<file path="src/sv/hts_pkg.sv">
// shared types, constants and lookup functions for the html tag strip and entity decode block
// no dependencies

package hts_pkg;

   localparam int ENT_DEPTH = 5;
   localparam int CNT_W     = 3;

   localparam logic [7:0] CH_LT   = 8'h3C;
   localparam logic [7:0] CH_GT   = 8'h3E;
   localparam logic [7:0] CH_AMP  = 8'h26;
   localparam logic [7:0] CH_QUOT = 8'h22;
   localparam logic [7:0] CH_SEMI = 8'h3B;
   localparam logic [7:0] CH_LF   = 8'h0A;
   localparam logic [7:0] CH_LB   = 8'h62;
   localparam logic [7:0] CH_LR   = 8'h72;

   localparam logic [1:0] ENT_LT_IDX   = 2'd0;
   localparam logic [1:0] ENT_GT_IDX   = 2'd1;
   localparam logic [1:0] ENT_QUOT_IDX = 2'd2;
   localparam logic [1:0] ENT_AMP_IDX  = 2'd3;

   localparam logic [1:0] POS_FIRST = 2'd0;
   localparam logic [1:0] POS_SECOND = 2'd1;
   localparam logic [1:0] POS_DONE  = 2'd2;

   typedef struct packed {
      logic [ENT_DEPTH-1:0][7:0] letters;
      logic [CNT_W-1:0]          lcnt;
      logic                      xvld;
      logic [7:0]                xbyte;
      logic                      bare;
      logic                      eom;
      logic                      open_tag;
   } burst_type;

   function automatic logic [7:0] to_lower(input logic [7:0] b);
      logic [7:0] r;
      r = b;
      if (b >= 8'h41 && b <= 8'h5A) begin
         r = b + 8'd32;
      end
      return r;
   endfunction

   function automatic logic [CNT_W-1:0] ent_len(input logic [1:0] c);
      logic [CNT_W-1:0] r;
      case (c)
         ENT_LT_IDX:   r = 3'd4;
         ENT_GT_IDX:   r = 3'd4;
         ENT_QUOT_IDX: r = 3'd6;
         ENT_AMP_IDX:  r = 3'd5;
         default:      r = 3'd0;
      endcase
      return r;
   endfunction

   function automatic logic [7:0] ent_out(input logic [1:0] c);
      logic [7:0] r;
      case (c)
         ENT_LT_IDX:   r = CH_LT;
         ENT_GT_IDX:   r = CH_GT;
         ENT_QUOT_IDX: r = CH_QUOT;
         ENT_AMP_IDX:  r = CH_AMP;
         default:      r = 8'h00;
      endcase
      return r;
   endfunction

   // pattern character at position p, '&' at position 0
   function automatic logic [7:0] ent_char(input logic [1:0] c, input logic [CNT_W-1:0] p);
      logic [7:0] r;
      r = 8'h00;
      case (c)
         ENT_LT_IDX: begin
            case (p)
               3'd0:    r = CH_AMP;
               3'd1:    r = 8'h6C;
               3'd2:    r = 8'h74;
               3'd3:    r = CH_SEMI;
               default: r = 8'h00;
            endcase
         end
         ENT_GT_IDX: begin
            case (p)
               3'd0:    r = CH_AMP;
               3'd1:    r = 8'h67;
               3'd2:    r = 8'h74;
               3'd3:    r = CH_SEMI;
               default: r = 8'h00;
            endcase
         end
         ENT_QUOT_IDX: begin
            case (p)
               3'd0:    r = CH_AMP;
               3'd1:    r = 8'h71;
               3'd2:    r = 8'h75;
               3'd3:    r = 8'h6F;
               3'd4:    r = 8'h74;
               3'd5:    r = CH_SEMI;
               default: r = 8'h00;
            endcase
         end
         ENT_AMP_IDX: begin
            case (p)
               3'd0:    r = CH_AMP;
               3'd1:    r = 8'h61;
               3'd2:    r = 8'h6D;
               3'd3:    r = 8'h70;
               3'd4:    r = CH_SEMI;
               default: r = 8'h00;
            endcase
         end
         default: r = 8'h00;
      endcase
      return r;
   endfunction

endpackage

</file>
<file path="src/sv/hts_ifs.sv">
// valid/ready channel interfaces for the request and response sides
// depends on nothing

interface hts_req_if;
   logic       valid;
   logic       ready;
   logic [7:0] in_byte;
   logic       end_of_message;

   modport source (output valid, output in_byte, output end_of_message, input ready);
   modport sink   (input valid, input in_byte, input end_of_message, output ready);
endinterface

interface hts_rsp_if;
   logic       valid;
   logic       ready;
   logic [7:0] out_byte;
   logic       byte_valid;
   logic       run_last;
   logic       message_end;
   logic       open_tag_at_end;

   modport source (output valid, output out_byte, output byte_valid, output run_last,
                   output message_end, output open_tag_at_end, input ready);
   modport sink   (input valid, input out_byte, input byte_valid, input run_last,
                   input message_end, input open_tag_at_end, output ready);
endinterface

</file>
<file path="src/sv/hts_core.sv">
// tag and entity state plus the single pass decode of one byte into a result burst
// depends on hts_pkg

module hts_core import hts_pkg::*; (
   input  logic       clock,
   input  logic       reset,
   input  logic       step,
   input  logic [7:0] in_byte,
   input  logic       end_of_message,
   output burst_type  burst,
   output logic       has_result
);

   logic                      tag_ff, tag_in;
   logic [1:0]                pos_ff, pos_in;
   logic                      brk_ff, brk_in;
   logic [CNT_W-1:0]          len_ff, len_in;
   logic [3:0]                cand_ff, cand_in;
   logic [ENT_DEPTH-1:0][7:0] ent_ff, ent_in;

   logic [7:0] low;
   logic [3:0] keep;
   logic [3:0] done;
   logic       hit;
   logic       plain;
   logic [7:0] dec;

   always_comb begin
      low = to_lower(in_byte);
      dec = 8'h00;
      for (int c = 0; c < 4; c++) begin
         keep[c] = cand_ff[c] && (len_ff < ent_len(2'(c))) &&
                   (low == ent_char(2'(c), len_ff));
         done[c] = (len_ff + 3'd1) == ent_len(2'(c));
      end
      for (int c = 3; c >= 0; c--) begin
         if (keep[c] && done[c]) begin
            dec = ent_out(2'(c));
         end
      end
      hit = |(keep & done);
   end

   always_comb begin
      tag_in  = tag_ff;
      pos_in  = pos_ff;
      brk_in  = brk_ff;
      len_in  = len_ff;
      cand_in = cand_ff;
      ent_in  = ent_ff;
      plain   = 1'b0;

      burst          = '0;
      burst.letters  = ent_ff;
      burst.xbyte    = in_byte;
      burst.eom      = end_of_message;

      if (len_ff != '0) begin
         if (hit) begin
            burst.xvld  = 1'b1;
            burst.xbyte = dec;
            len_in      = '0;
            cand_in     = '0;
         end else if (keep == '0 || len_ff >= CNT_W'(ENT_DEPTH)) begin
            burst.lcnt = len_ff;
            len_in     = '0;
            cand_in    = '0;
            plain      = 1'b1;
         end else begin
            ent_in[len_ff] = in_byte;
            len_in         = len_ff + 3'd1;
            cand_in        = keep;
            // pending entity at end of message goes out unchanged
            if (end_of_message) begin
               burst.lcnt = len_ff;
               burst.xvld = 1'b1;
            end
         end
      end else begin
         plain = 1'b1;
      end

      if (plain) begin
         if (tag_ff) begin
            if (in_byte == CH_GT) begin
               if (brk_ff) begin
                  burst.xvld  = 1'b1;
                  burst.xbyte = CH_LF;
               end
               tag_in = 1'b0;
               pos_in = POS_FIRST;
               brk_in = 1'b0;
            end else if (pos_ff == POS_FIRST) begin
               pos_in = (low == CH_LB) ? POS_SECOND : POS_DONE;
            end else if (pos_ff == POS_SECOND) begin
               brk_in = (low == CH_LR);
               pos_in = POS_DONE;
            end
         end else if (in_byte == CH_LT) begin
            tag_in = 1'b1;
            pos_in = POS_FIRST;
            brk_in = 1'b0;
         end else if (in_byte == CH_AMP) begin
            ent_in[0] = in_byte;
            len_in    = 3'd1;
            cand_in   = 4'hF;
            if (end_of_message) begin
               burst.xvld = 1'b1;
            end
         end else begin
            burst.xvld = 1'b1;
         end
      end

      if (end_of_message) begin
         burst.open_tag = tag_in;
         tag_in  = 1'b0;
         pos_in  = POS_FIRST;
         brk_in  = 1'b0;
         len_in  = '0;
         cand_in = '0;
         if (burst.lcnt == '0 && !burst.xvld) begin
            burst.xvld  = 1'b1;
            burst.xbyte = 8'h00;
            burst.bare  = 1'b1;
         end
      end

      has_result = (burst.lcnt != '0) || burst.xvld;
   end

   always_ff @(posedge clock) begin
      if (reset) begin
         tag_ff  <= 1'b0;
         pos_ff  <= POS_FIRST;
         brk_ff  <= 1'b0;
         len_ff  <= '0;
         cand_ff <= '0;
      end else if (step) begin
         tag_ff  <= tag_in;
         pos_ff  <= pos_in;
         brk_ff  <= brk_in;
         len_ff  <= len_in;
         cand_ff <= cand_in;
      end
   end

   always_ff @(posedge clock) begin
      if (step) begin
         ent_ff <= ent_in;
      end
   end

endmodule

</file>
<file path="src/sv/hts_out.sv">
// result register holding one burst and sending its bytes one item per cycle while rsp_bus is ready
// depends on hts_pkg and hts_rsp_if

module hts_out import hts_pkg::*; (
   input  logic      clock,
   input  logic      reset,
   input  logic      load,
   input  burst_type burst,
   output logic      out_free,
   hts_rsp_if.source rsp_bus
);

   logic             busy_ff, busy_in;
   logic [CNT_W-1:0] k_ff, k_in;
   burst_type        bst_ff;
   logic [CNT_W-1:0] n;
   logic             last;
   logic             from_letters;

   assign n            = bst_ff.lcnt + {{(CNT_W-1){1'b0}}, bst_ff.xvld};
   assign last         = k_ff == (n - 3'd1);
   assign from_letters = k_ff < bst_ff.lcnt;
   assign out_free     = !busy_ff || (rsp_bus.ready && last);

   assign rsp_bus.valid           = busy_ff;
   assign rsp_bus.out_byte        = from_letters ? bst_ff.letters[k_ff] : bst_ff.xbyte;
   assign rsp_bus.byte_valid      = !(last && bst_ff.bare);
   assign rsp_bus.run_last        = last;
   assign rsp_bus.message_end     = last && bst_ff.eom;
   assign rsp_bus.open_tag_at_end = last && bst_ff.eom && bst_ff.open_tag;

   always_comb begin
      busy_in = busy_ff;
      k_in    = k_ff;
      if (load) begin
         busy_in = 1'b1;
         k_in    = '0;
      end else if (busy_ff && rsp_bus.ready) begin
         if (last) begin
            busy_in = 1'b0;
         end else begin
            k_in = k_ff + 3'd1;
         end
      end
   end

   always_ff @(posedge clock) begin
      if (reset) begin
         busy_ff <= 1'b0;
         k_ff    <= '0;
      end else begin
         busy_ff <= busy_in;
         k_ff    <= k_in;
      end
   end

   always_ff @(posedge clock) begin
      if (load) begin
         bst_ff <= burst;
      end
   end

   a_index_in_run: assert property (@(posedge clock) disable iff (reset)
      busy_ff |-> (k_ff < n))
      else $error("run index past end of burst");

   a_no_overwrite: assert property (@(posedge clock) disable iff (reset)
      load |-> out_free)
      else $error("burst loaded over a pending result");

   a_run_continues: assert property (@(posedge clock) disable iff (reset)
      (rsp_bus.valid && rsp_bus.ready && !rsp_bus.run_last) |=> rsp_bus.valid)
      else $error("run dropped before its last item");

   a_bare_alone: assert property (@(posedge clock) disable iff (reset)
      (rsp_bus.valid && !rsp_bus.byte_valid) |-> (rsp_bus.run_last && rsp_bus.message_end))
      else $error("bare end marker not a lone final item");

endmodule

</file>
<file path="src/sv/html_tag_strip_entity_decode.sv">
// html tag strip and entity decode, top level
// depends on hts_pkg, hts_req_if, hts_rsp_if, hts_core and hts_out
//
// req_bus carries one text byte per item plus an end-of-message flag; rsp_bus
// carries decoded bytes, each with run_last on the final item caused by one
// request, message_end on the final item of a message and open_tag_at_end
// when that message stopped inside an unclosed tag. A message end that
// produces nothing gives one bare marker item with byte_valid low.
// An accepted request sits in the input register, is decoded combinationally
// into the output register once that register is free and is offered on
// rsp_bus from there. Throughput is one request per cycle while the receiver
// is ready and each request makes at most one item; a request that makes
// several items (up to six, on a failed entity match) holds the output
// register until its last item is taken, which sets the sustained rate.
// A request may be taken while a finished item waits on a stalled receiver;
// further requests wait until the output register frees.
// Synchronous reset clears the tag and entity state and empties both
// registers; no clearing pass is needed.

module html_tag_strip_entity_decode import hts_pkg::*; (
   input  logic      clock,
   input  logic      reset,
   hts_req_if.sink   req_bus,
   hts_rsp_if.source rsp_bus
);

   logic       in_vld_ff, in_vld_in;
   logic [7:0] in_byte_ff;
   logic       in_eom_ff;
   logic       accept;
   logic       advance;
   logic       out_free;
   logic       has_result;
   burst_type  burst;

   assign req_bus.ready = !in_vld_ff || out_free;
   assign accept        = req_bus.valid && req_bus.ready;
   assign advance       = in_vld_ff && out_free;

   always_comb begin
      in_vld_in = in_vld_ff;
      if (accept) begin
         in_vld_in = 1'b1;
      end else if (advance) begin
         in_vld_in = 1'b0;
      end
   end

   always_ff @(posedge clock) begin
      if (reset) begin
         in_vld_ff <= 1'b0;
      end else begin
         in_vld_ff <= in_vld_in;
      end
   end

   always_ff @(posedge clock) begin
      if (accept) begin
         in_byte_ff <= req_bus.in_byte;
         in_eom_ff  <= req_bus.end_of_message;
      end
   end

   hts_core u_core (
      .clock          (clock),
      .reset          (reset),
      .step           (advance),
      .in_byte        (in_byte_ff),
      .end_of_message (in_eom_ff),
      .burst          (burst),
      .has_result     (has_result)
   );

   hts_out u_out (
      .clock    (clock),
      .reset    (reset),
      .load     (advance && has_result),
      .burst    (burst),
      .out_free (out_free),
      .rsp_bus  (rsp_bus)
   );

endmodule
</file>
<file path="src/flat_wrapper.sv">
// flat-port wrapper written by rule: the top's interface ports become plain ports
module html_tag_strip_entity_decode_flat import hts_pkg::*;
  (clock, reset, req_bus_valid, req_bus_in_byte, req_bus_end_of_message, req_bus_ready, rsp_bus_valid, rsp_bus_out_byte, rsp_bus_byte_valid, rsp_bus_run_last, rsp_bus_message_end, rsp_bus_open_tag_at_end, rsp_bus_ready);
  hts_req_if req_bus_i ();
  hts_rsp_if rsp_bus_i ();
  input  logic clock;
  input  logic reset;
  input wire logic [$bits(req_bus_i.valid)-1:0] req_bus_valid;
  input wire logic [$bits(req_bus_i.in_byte)-1:0] req_bus_in_byte;
  input wire logic [$bits(req_bus_i.end_of_message)-1:0] req_bus_end_of_message;
  output wire logic [$bits(req_bus_i.ready)-1:0] req_bus_ready;
  output wire logic [$bits(rsp_bus_i.valid)-1:0] rsp_bus_valid;
  output wire logic [$bits(rsp_bus_i.out_byte)-1:0] rsp_bus_out_byte;
  output wire logic [$bits(rsp_bus_i.byte_valid)-1:0] rsp_bus_byte_valid;
  output wire logic [$bits(rsp_bus_i.run_last)-1:0] rsp_bus_run_last;
  output wire logic [$bits(rsp_bus_i.message_end)-1:0] rsp_bus_message_end;
  output wire logic [$bits(rsp_bus_i.open_tag_at_end)-1:0] rsp_bus_open_tag_at_end;
  input wire logic [$bits(rsp_bus_i.ready)-1:0] rsp_bus_ready;
  assign req_bus_i.valid = req_bus_valid;
  assign req_bus_i.in_byte = req_bus_in_byte;
  assign req_bus_i.end_of_message = req_bus_end_of_message;
  assign req_bus_ready = req_bus_i.ready;
  assign rsp_bus_valid = rsp_bus_i.valid;
  assign rsp_bus_out_byte = rsp_bus_i.out_byte;
  assign rsp_bus_byte_valid = rsp_bus_i.byte_valid;
  assign rsp_bus_run_last = rsp_bus_i.run_last;
  assign rsp_bus_message_end = rsp_bus_i.message_end;
  assign rsp_bus_open_tag_at_end = rsp_bus_i.open_tag_at_end;
  assign rsp_bus_i.ready = rsp_bus_ready;
  html_tag_strip_entity_decode u_core (.clock(clock), .reset(reset), .req_bus(req_bus_i), .rsp_bus(rsp_bus_i));
endmodule
</file>
<file path="config.mk">
export PLATFORM = sky130hd
export DESIGN_NAME = html_tag_strip_entity_decode_flat
export DESIGN_NICKNAME = d
export VERILOG_FILES = /design/src/sv/hts_pkg.sv /design/src/sv/hts_ifs.sv /design/src/sv/hts_core.sv /design/src/sv/hts_out.sv /design/src/sv/html_tag_strip_entity_decode.sv /design/src/flat_wrapper.sv
export SDC_FILE = /design/constraint.sdc
export NUM_CORES = 1
export LEC_CHECK = 0
export CAP_MARGIN = 20
export CELL_PAD_IN_SITES_DETAIL_PLACEMENT = 1
export CELL_PAD_IN_SITES_GLOBAL_PLACEMENT = 1
export CORE_MARGIN = 4
export CORE_UTILIZATION = 30
export DETAILED_ROUTE_END_ITERATION = 16
export DONT_BUFFER_PORTS = 1
export GPL_TIMING_DRIVEN = 0
export PLACE_DENSITY_LB_ADDON = 0.1
export SYNTH_ARGS = -nofsm -noshare
export SYNTH_HDL_FRONTEND = slang
export SYNTH_SLANG_ARGS = --single-unit
</file>
<file path="constraint.sdc">
create_clock -name clock -period 8.17 [get_ports clock]
set_clock_uncertainty 0.15 [all_clocks]
set_input_delay 0.817 -clock clock [delete_from_list [all_inputs] [get_ports clock]]
set_output_delay 0.817 -clock clock [all_outputs]
set_load 0.005 [all_outputs]
</file>
==> flow_summary.ini <==
[yosys]
synth.area.top_cells = edfxtp_1 52%, dfxtp_1 5.4%, mux4_2 3.0%
synth_top_flop_cell = edfxtp_1
synth_mux_area_share_pct = 4.37
ys_ff_latch = 120
syn-instance-count = 491
synthAdderAreaFrac_pct = 2.51
syn_avg_cell_area_um2 = 12.2
synthSimpleGateAreaFrac_pct = 15.4
synth_common_cells = 104 x edfxtp_1, 38 x nor2_1, 35 x nand2_1, 27 x a21oi_1, 25 x o21ai_0
synth_edf_count = 104
synth_xor_area_share_pct = 2.49
synth_top_area_share_pct = 52.2
synth.largest_area_cell = edfxtp_1
yosys_warnings = 0
synth-async-reset-ratio_pct = 0
synth_top_family_by_area = simple AND/OR/NAND/NOR gates
netlist_area_mm2 = 0.00599
syn_nets = 516
post_synth_num_cell_types = 76
seq_area_frac_synth_pct = 57.5
synth.most_common_cell = edfxtp_1
synth-compound-area-share_pct = 14.8

[layout]
stdcell_count = 794
n_antenna_cell = 0
drive_above_1_share_pct = 15.3
nNetsFinal = 542
fillerInstances = 2127
synthToLayoutAreaGrowth_pct = 17.7

[detailed_routing]
drc_errors = 0
ant_nets = 0
vias_per_cell = 5.18
drt_pass1_iterations = 4
wl_per_cell_um = 22.1
first_iter_violations = 294
vias = 4114
routed_wl_um = 17500

[setup_path]
r2r_setup_slack_ns = 3.14
critPathRequiredTime_ns = 8.14
cp.arrival_ns = 4.99
crit_path_start_kind = flip-flop
worstReg2RegStart = u_core.u_out.bst_ff[11]
end_kind = flip-flop
cp_max_fo = 26
reg2regPathDepth = 15
rr_endpoint = u_core.u_out.bst_ff[52]
path_class = reg2reg

[clocking]
post_cts.repair.setup_buffers = 0
cts-root-buf = clkbuf_16
htree_levels = 4
clockBufferDepth = 2
ctsResizeCount = 0
worstSkewPairLatency_ns = 0.42
cts_made_buffers = 17
cts_hold_buf = 0
tritoncts = built
clk_pin_slew_worst_paths_ns = 0.05
cts.sinks = 120

[grt]
first_global_vias = 4387
antenna_found_initial = 0
grt_start_max_net_pins = 27
grt_overflow = 0
grtUsageTotal_pct = 16.4
grt_pass1_wl_um = 27000

[placed_design]
dp.cells = 762
port_buffers = 0
place_ws_ns = 3.13
place_congestion = 0.837
dp_hpwl_um = 12700

[outcome]
status = finished clean

[timing]
worst_pin_slew_ns = 1.03
slew_violations = 0
fin_ws_ns = 3.14
hold_violations = 0
setup_viol = 0
setup_tns_ns = 0
max_slew_margin_pct = 31.6
fin_crit_sh_pct = 61.5
grt_setup_unrepaired = no
fmax_mhz = 199
period_minus_slack_ns = 5.03

[flow_run]
max_cap_violations = 0

[power]
power.density_mw_per_mm2 = 225
netSwitchingFraction_pct = 22.2
power_frac_comb_pct = 5.8
p_switching_mw = 0.352
p_int_mw = 1.23
power.share.clock_pct = 49.6
leakage_nw = 2.37
peakVddDrop_mv = 0.135
power_frac_seq_pct = 44.6

[min_path]
holdPathEnd = u_core.u_out.bst_ff[29]
hp-class = reg2reg
min-delay-start = u_core.u_core.burst[29]
min_path_cells = 0

[floorplanning]
ios = 27
die_area_mm2 = 0.0223
die_h_um = 149
die_width_um = 149
rows = 51
core_area_mm2 = 0.0195
initial_utilization_pct = 30.7
## metrics by stage
| step | util, % | hold WS [ns] | instance area, µm² | total power [mW] |
|---|---|---|---|---|
| floorplan | - | 0.250 | 5990 | 0.775 |
| global placement | 32.4 | 0.252 | 6320 | 0.806 |
| detailed placement | 32.9 | 0.256 | 6430 | 0.812 |
| CTS | 36.1 | 0.265 | 7040 | 1.61 |
| global route | 36.1 | 0.275 | 7050 | 1.64 |
| finish | 36.1 | 0.265 | 7050 | 1.58 |
## area by class of cell
cell class              count  area [µm²]  area share [%]
plain buffers              23         101            1.44
repair buffers              7        86.3            1.23
inverters                  19        71.3            1.01
well taps                 265         332            4.71
flip-flops and latches    120        3440            48.9
multi-input cells         329        2400            34.1
clock inverters            12         176            2.50
clock buffers              19         433            6.14
## how the worst max path moves through the flow
stage	startpoint	to	slack, ns	cells past startpoint
CTS	u_core.u_out.bst_ff[11]	u_core.u_out.bst_ff[52]	3.10	15
floorplan	u_core.u_out.bst_ff[11]	u_core.u_out.bst_ff[0]	2.04	13
global route	u_core.u_out.bst_ff[11]	u_core.u_out.bst_ff[31]	2.73	15
detailed placement	u_core.u_out.bst_ff[11]	u_core.u_out.bst_ff[32]	3.13	15
finish	u_core.u_out.bst_ff[11]	u_core.u_out.bst_ff[52]	3.14	15
global placement	u_core.u_out.bst_ff[11]	u_core.u_out.bst_ff[32]	-0.09	13
## cell usage in the layout (no fill, tap or decap), types with 4 or more instances in the layout
cell type | synthesis | layout
edfxtp_1 | 104 | 104
nor2_1 | 38 | 38
nand2_1 | 35 | 35
a21oi_1 | 27 | 27
o21ai_0 | 25 | 25
nor3_1 | 18 | 18
inv_1 | 17 | 17
clkbuf_16 | 0 | 17
xnor2_1 | 16 | 16
dfxtp_1 | 16 | 16
clkbuf_1 | 12 | 14
ha_1 | 12 | 12
a22oi_1 | 9 | 9
nand2b_1 | 8 | 8
nor2b_1 | 8 | 8
or3_1 | 8 | 8
mux4_2 | 8 | 8
buf_2 | 6 | 7
nand3_1 | 7 | 7
mux2i_1 | 7 | 7
and3_1 | 6 | 6
o2111ai_1 | 5 | 5
nand4_1 | 5 | 5
buf_1 | 4 | 4
o21bai_1 | 4 | 4
a21o_1 | 4 | 4
o21a_1 | 4 | 4
bufinv_16 | 0 | 4
## registers in the layout (all words and copies together), names as in the netlist
name	count
u_core.in_byte_ff	8
u_core.in_eom_ff	1
u_core.in_vld_ff	1
u_core.u_core.brk_ff	1
u_core.u_core.burst	40
u_core.u_core.cand_ff	4
u_core.u_core.len_ff	3
u_core.u_core.pos_ff	2
u_core.u_core.tag_ff	1
u_core.u_out.bst_ff	55
u_core.u_out.k_ff	3
u_core.u_out.rsp_bus.valid	1
## power groups by stage
stage | Sequential, mW | Clock [mW] | Combinational (mW)
detailed placement | 0.719 | 0 | 0.0924
global route | 0.709 | 0.834 | 0.100
global placement | 0.722 | 0 | 0.0838
floorplan | 0.714 | 0 | 0.0604
finish | 0.706 | 0.785 | 0.0911
CTS | 0.707 | 0.807 | 0.0928
## kinds of logic after synthesis
group                      count (synthesis)
xor gates and xnor gates                  17
DFF                                      120
AOI/OAI and AO/OA                        120
muxes                                     16
buffers and inverters                     42
adders and majority gates                 12
and+or+nand+nor                          164
## worst max-delay path, cell delays in order (launching register included)
cell	delay [ns]
edfxtp_1	0.32
inv_1	0.04
ha_1	0.19
ha_1	0.19
xnor2_1	0.19
xnor2_1	0.09
nor3_1	0.61
a21boi_0	0.39
nand2b_1	0.24
clkbuf_1	0.27
inv_1	0.22
buf_1	0.79
nand2_1	0.22
o22ai_4	0.36
buf_12	0.25
buf_16	0.19
## layer usage
layer	global-route usage [%]	part of all wire, %	wire length [µm]
met5	0	0	0
met4	4.58	1.6	272
met3	3.13	3.6	633
met2	27.7	48	8480
met1	21.7	46	8130
Note: power is estimated with default switching activity, not from simulation.
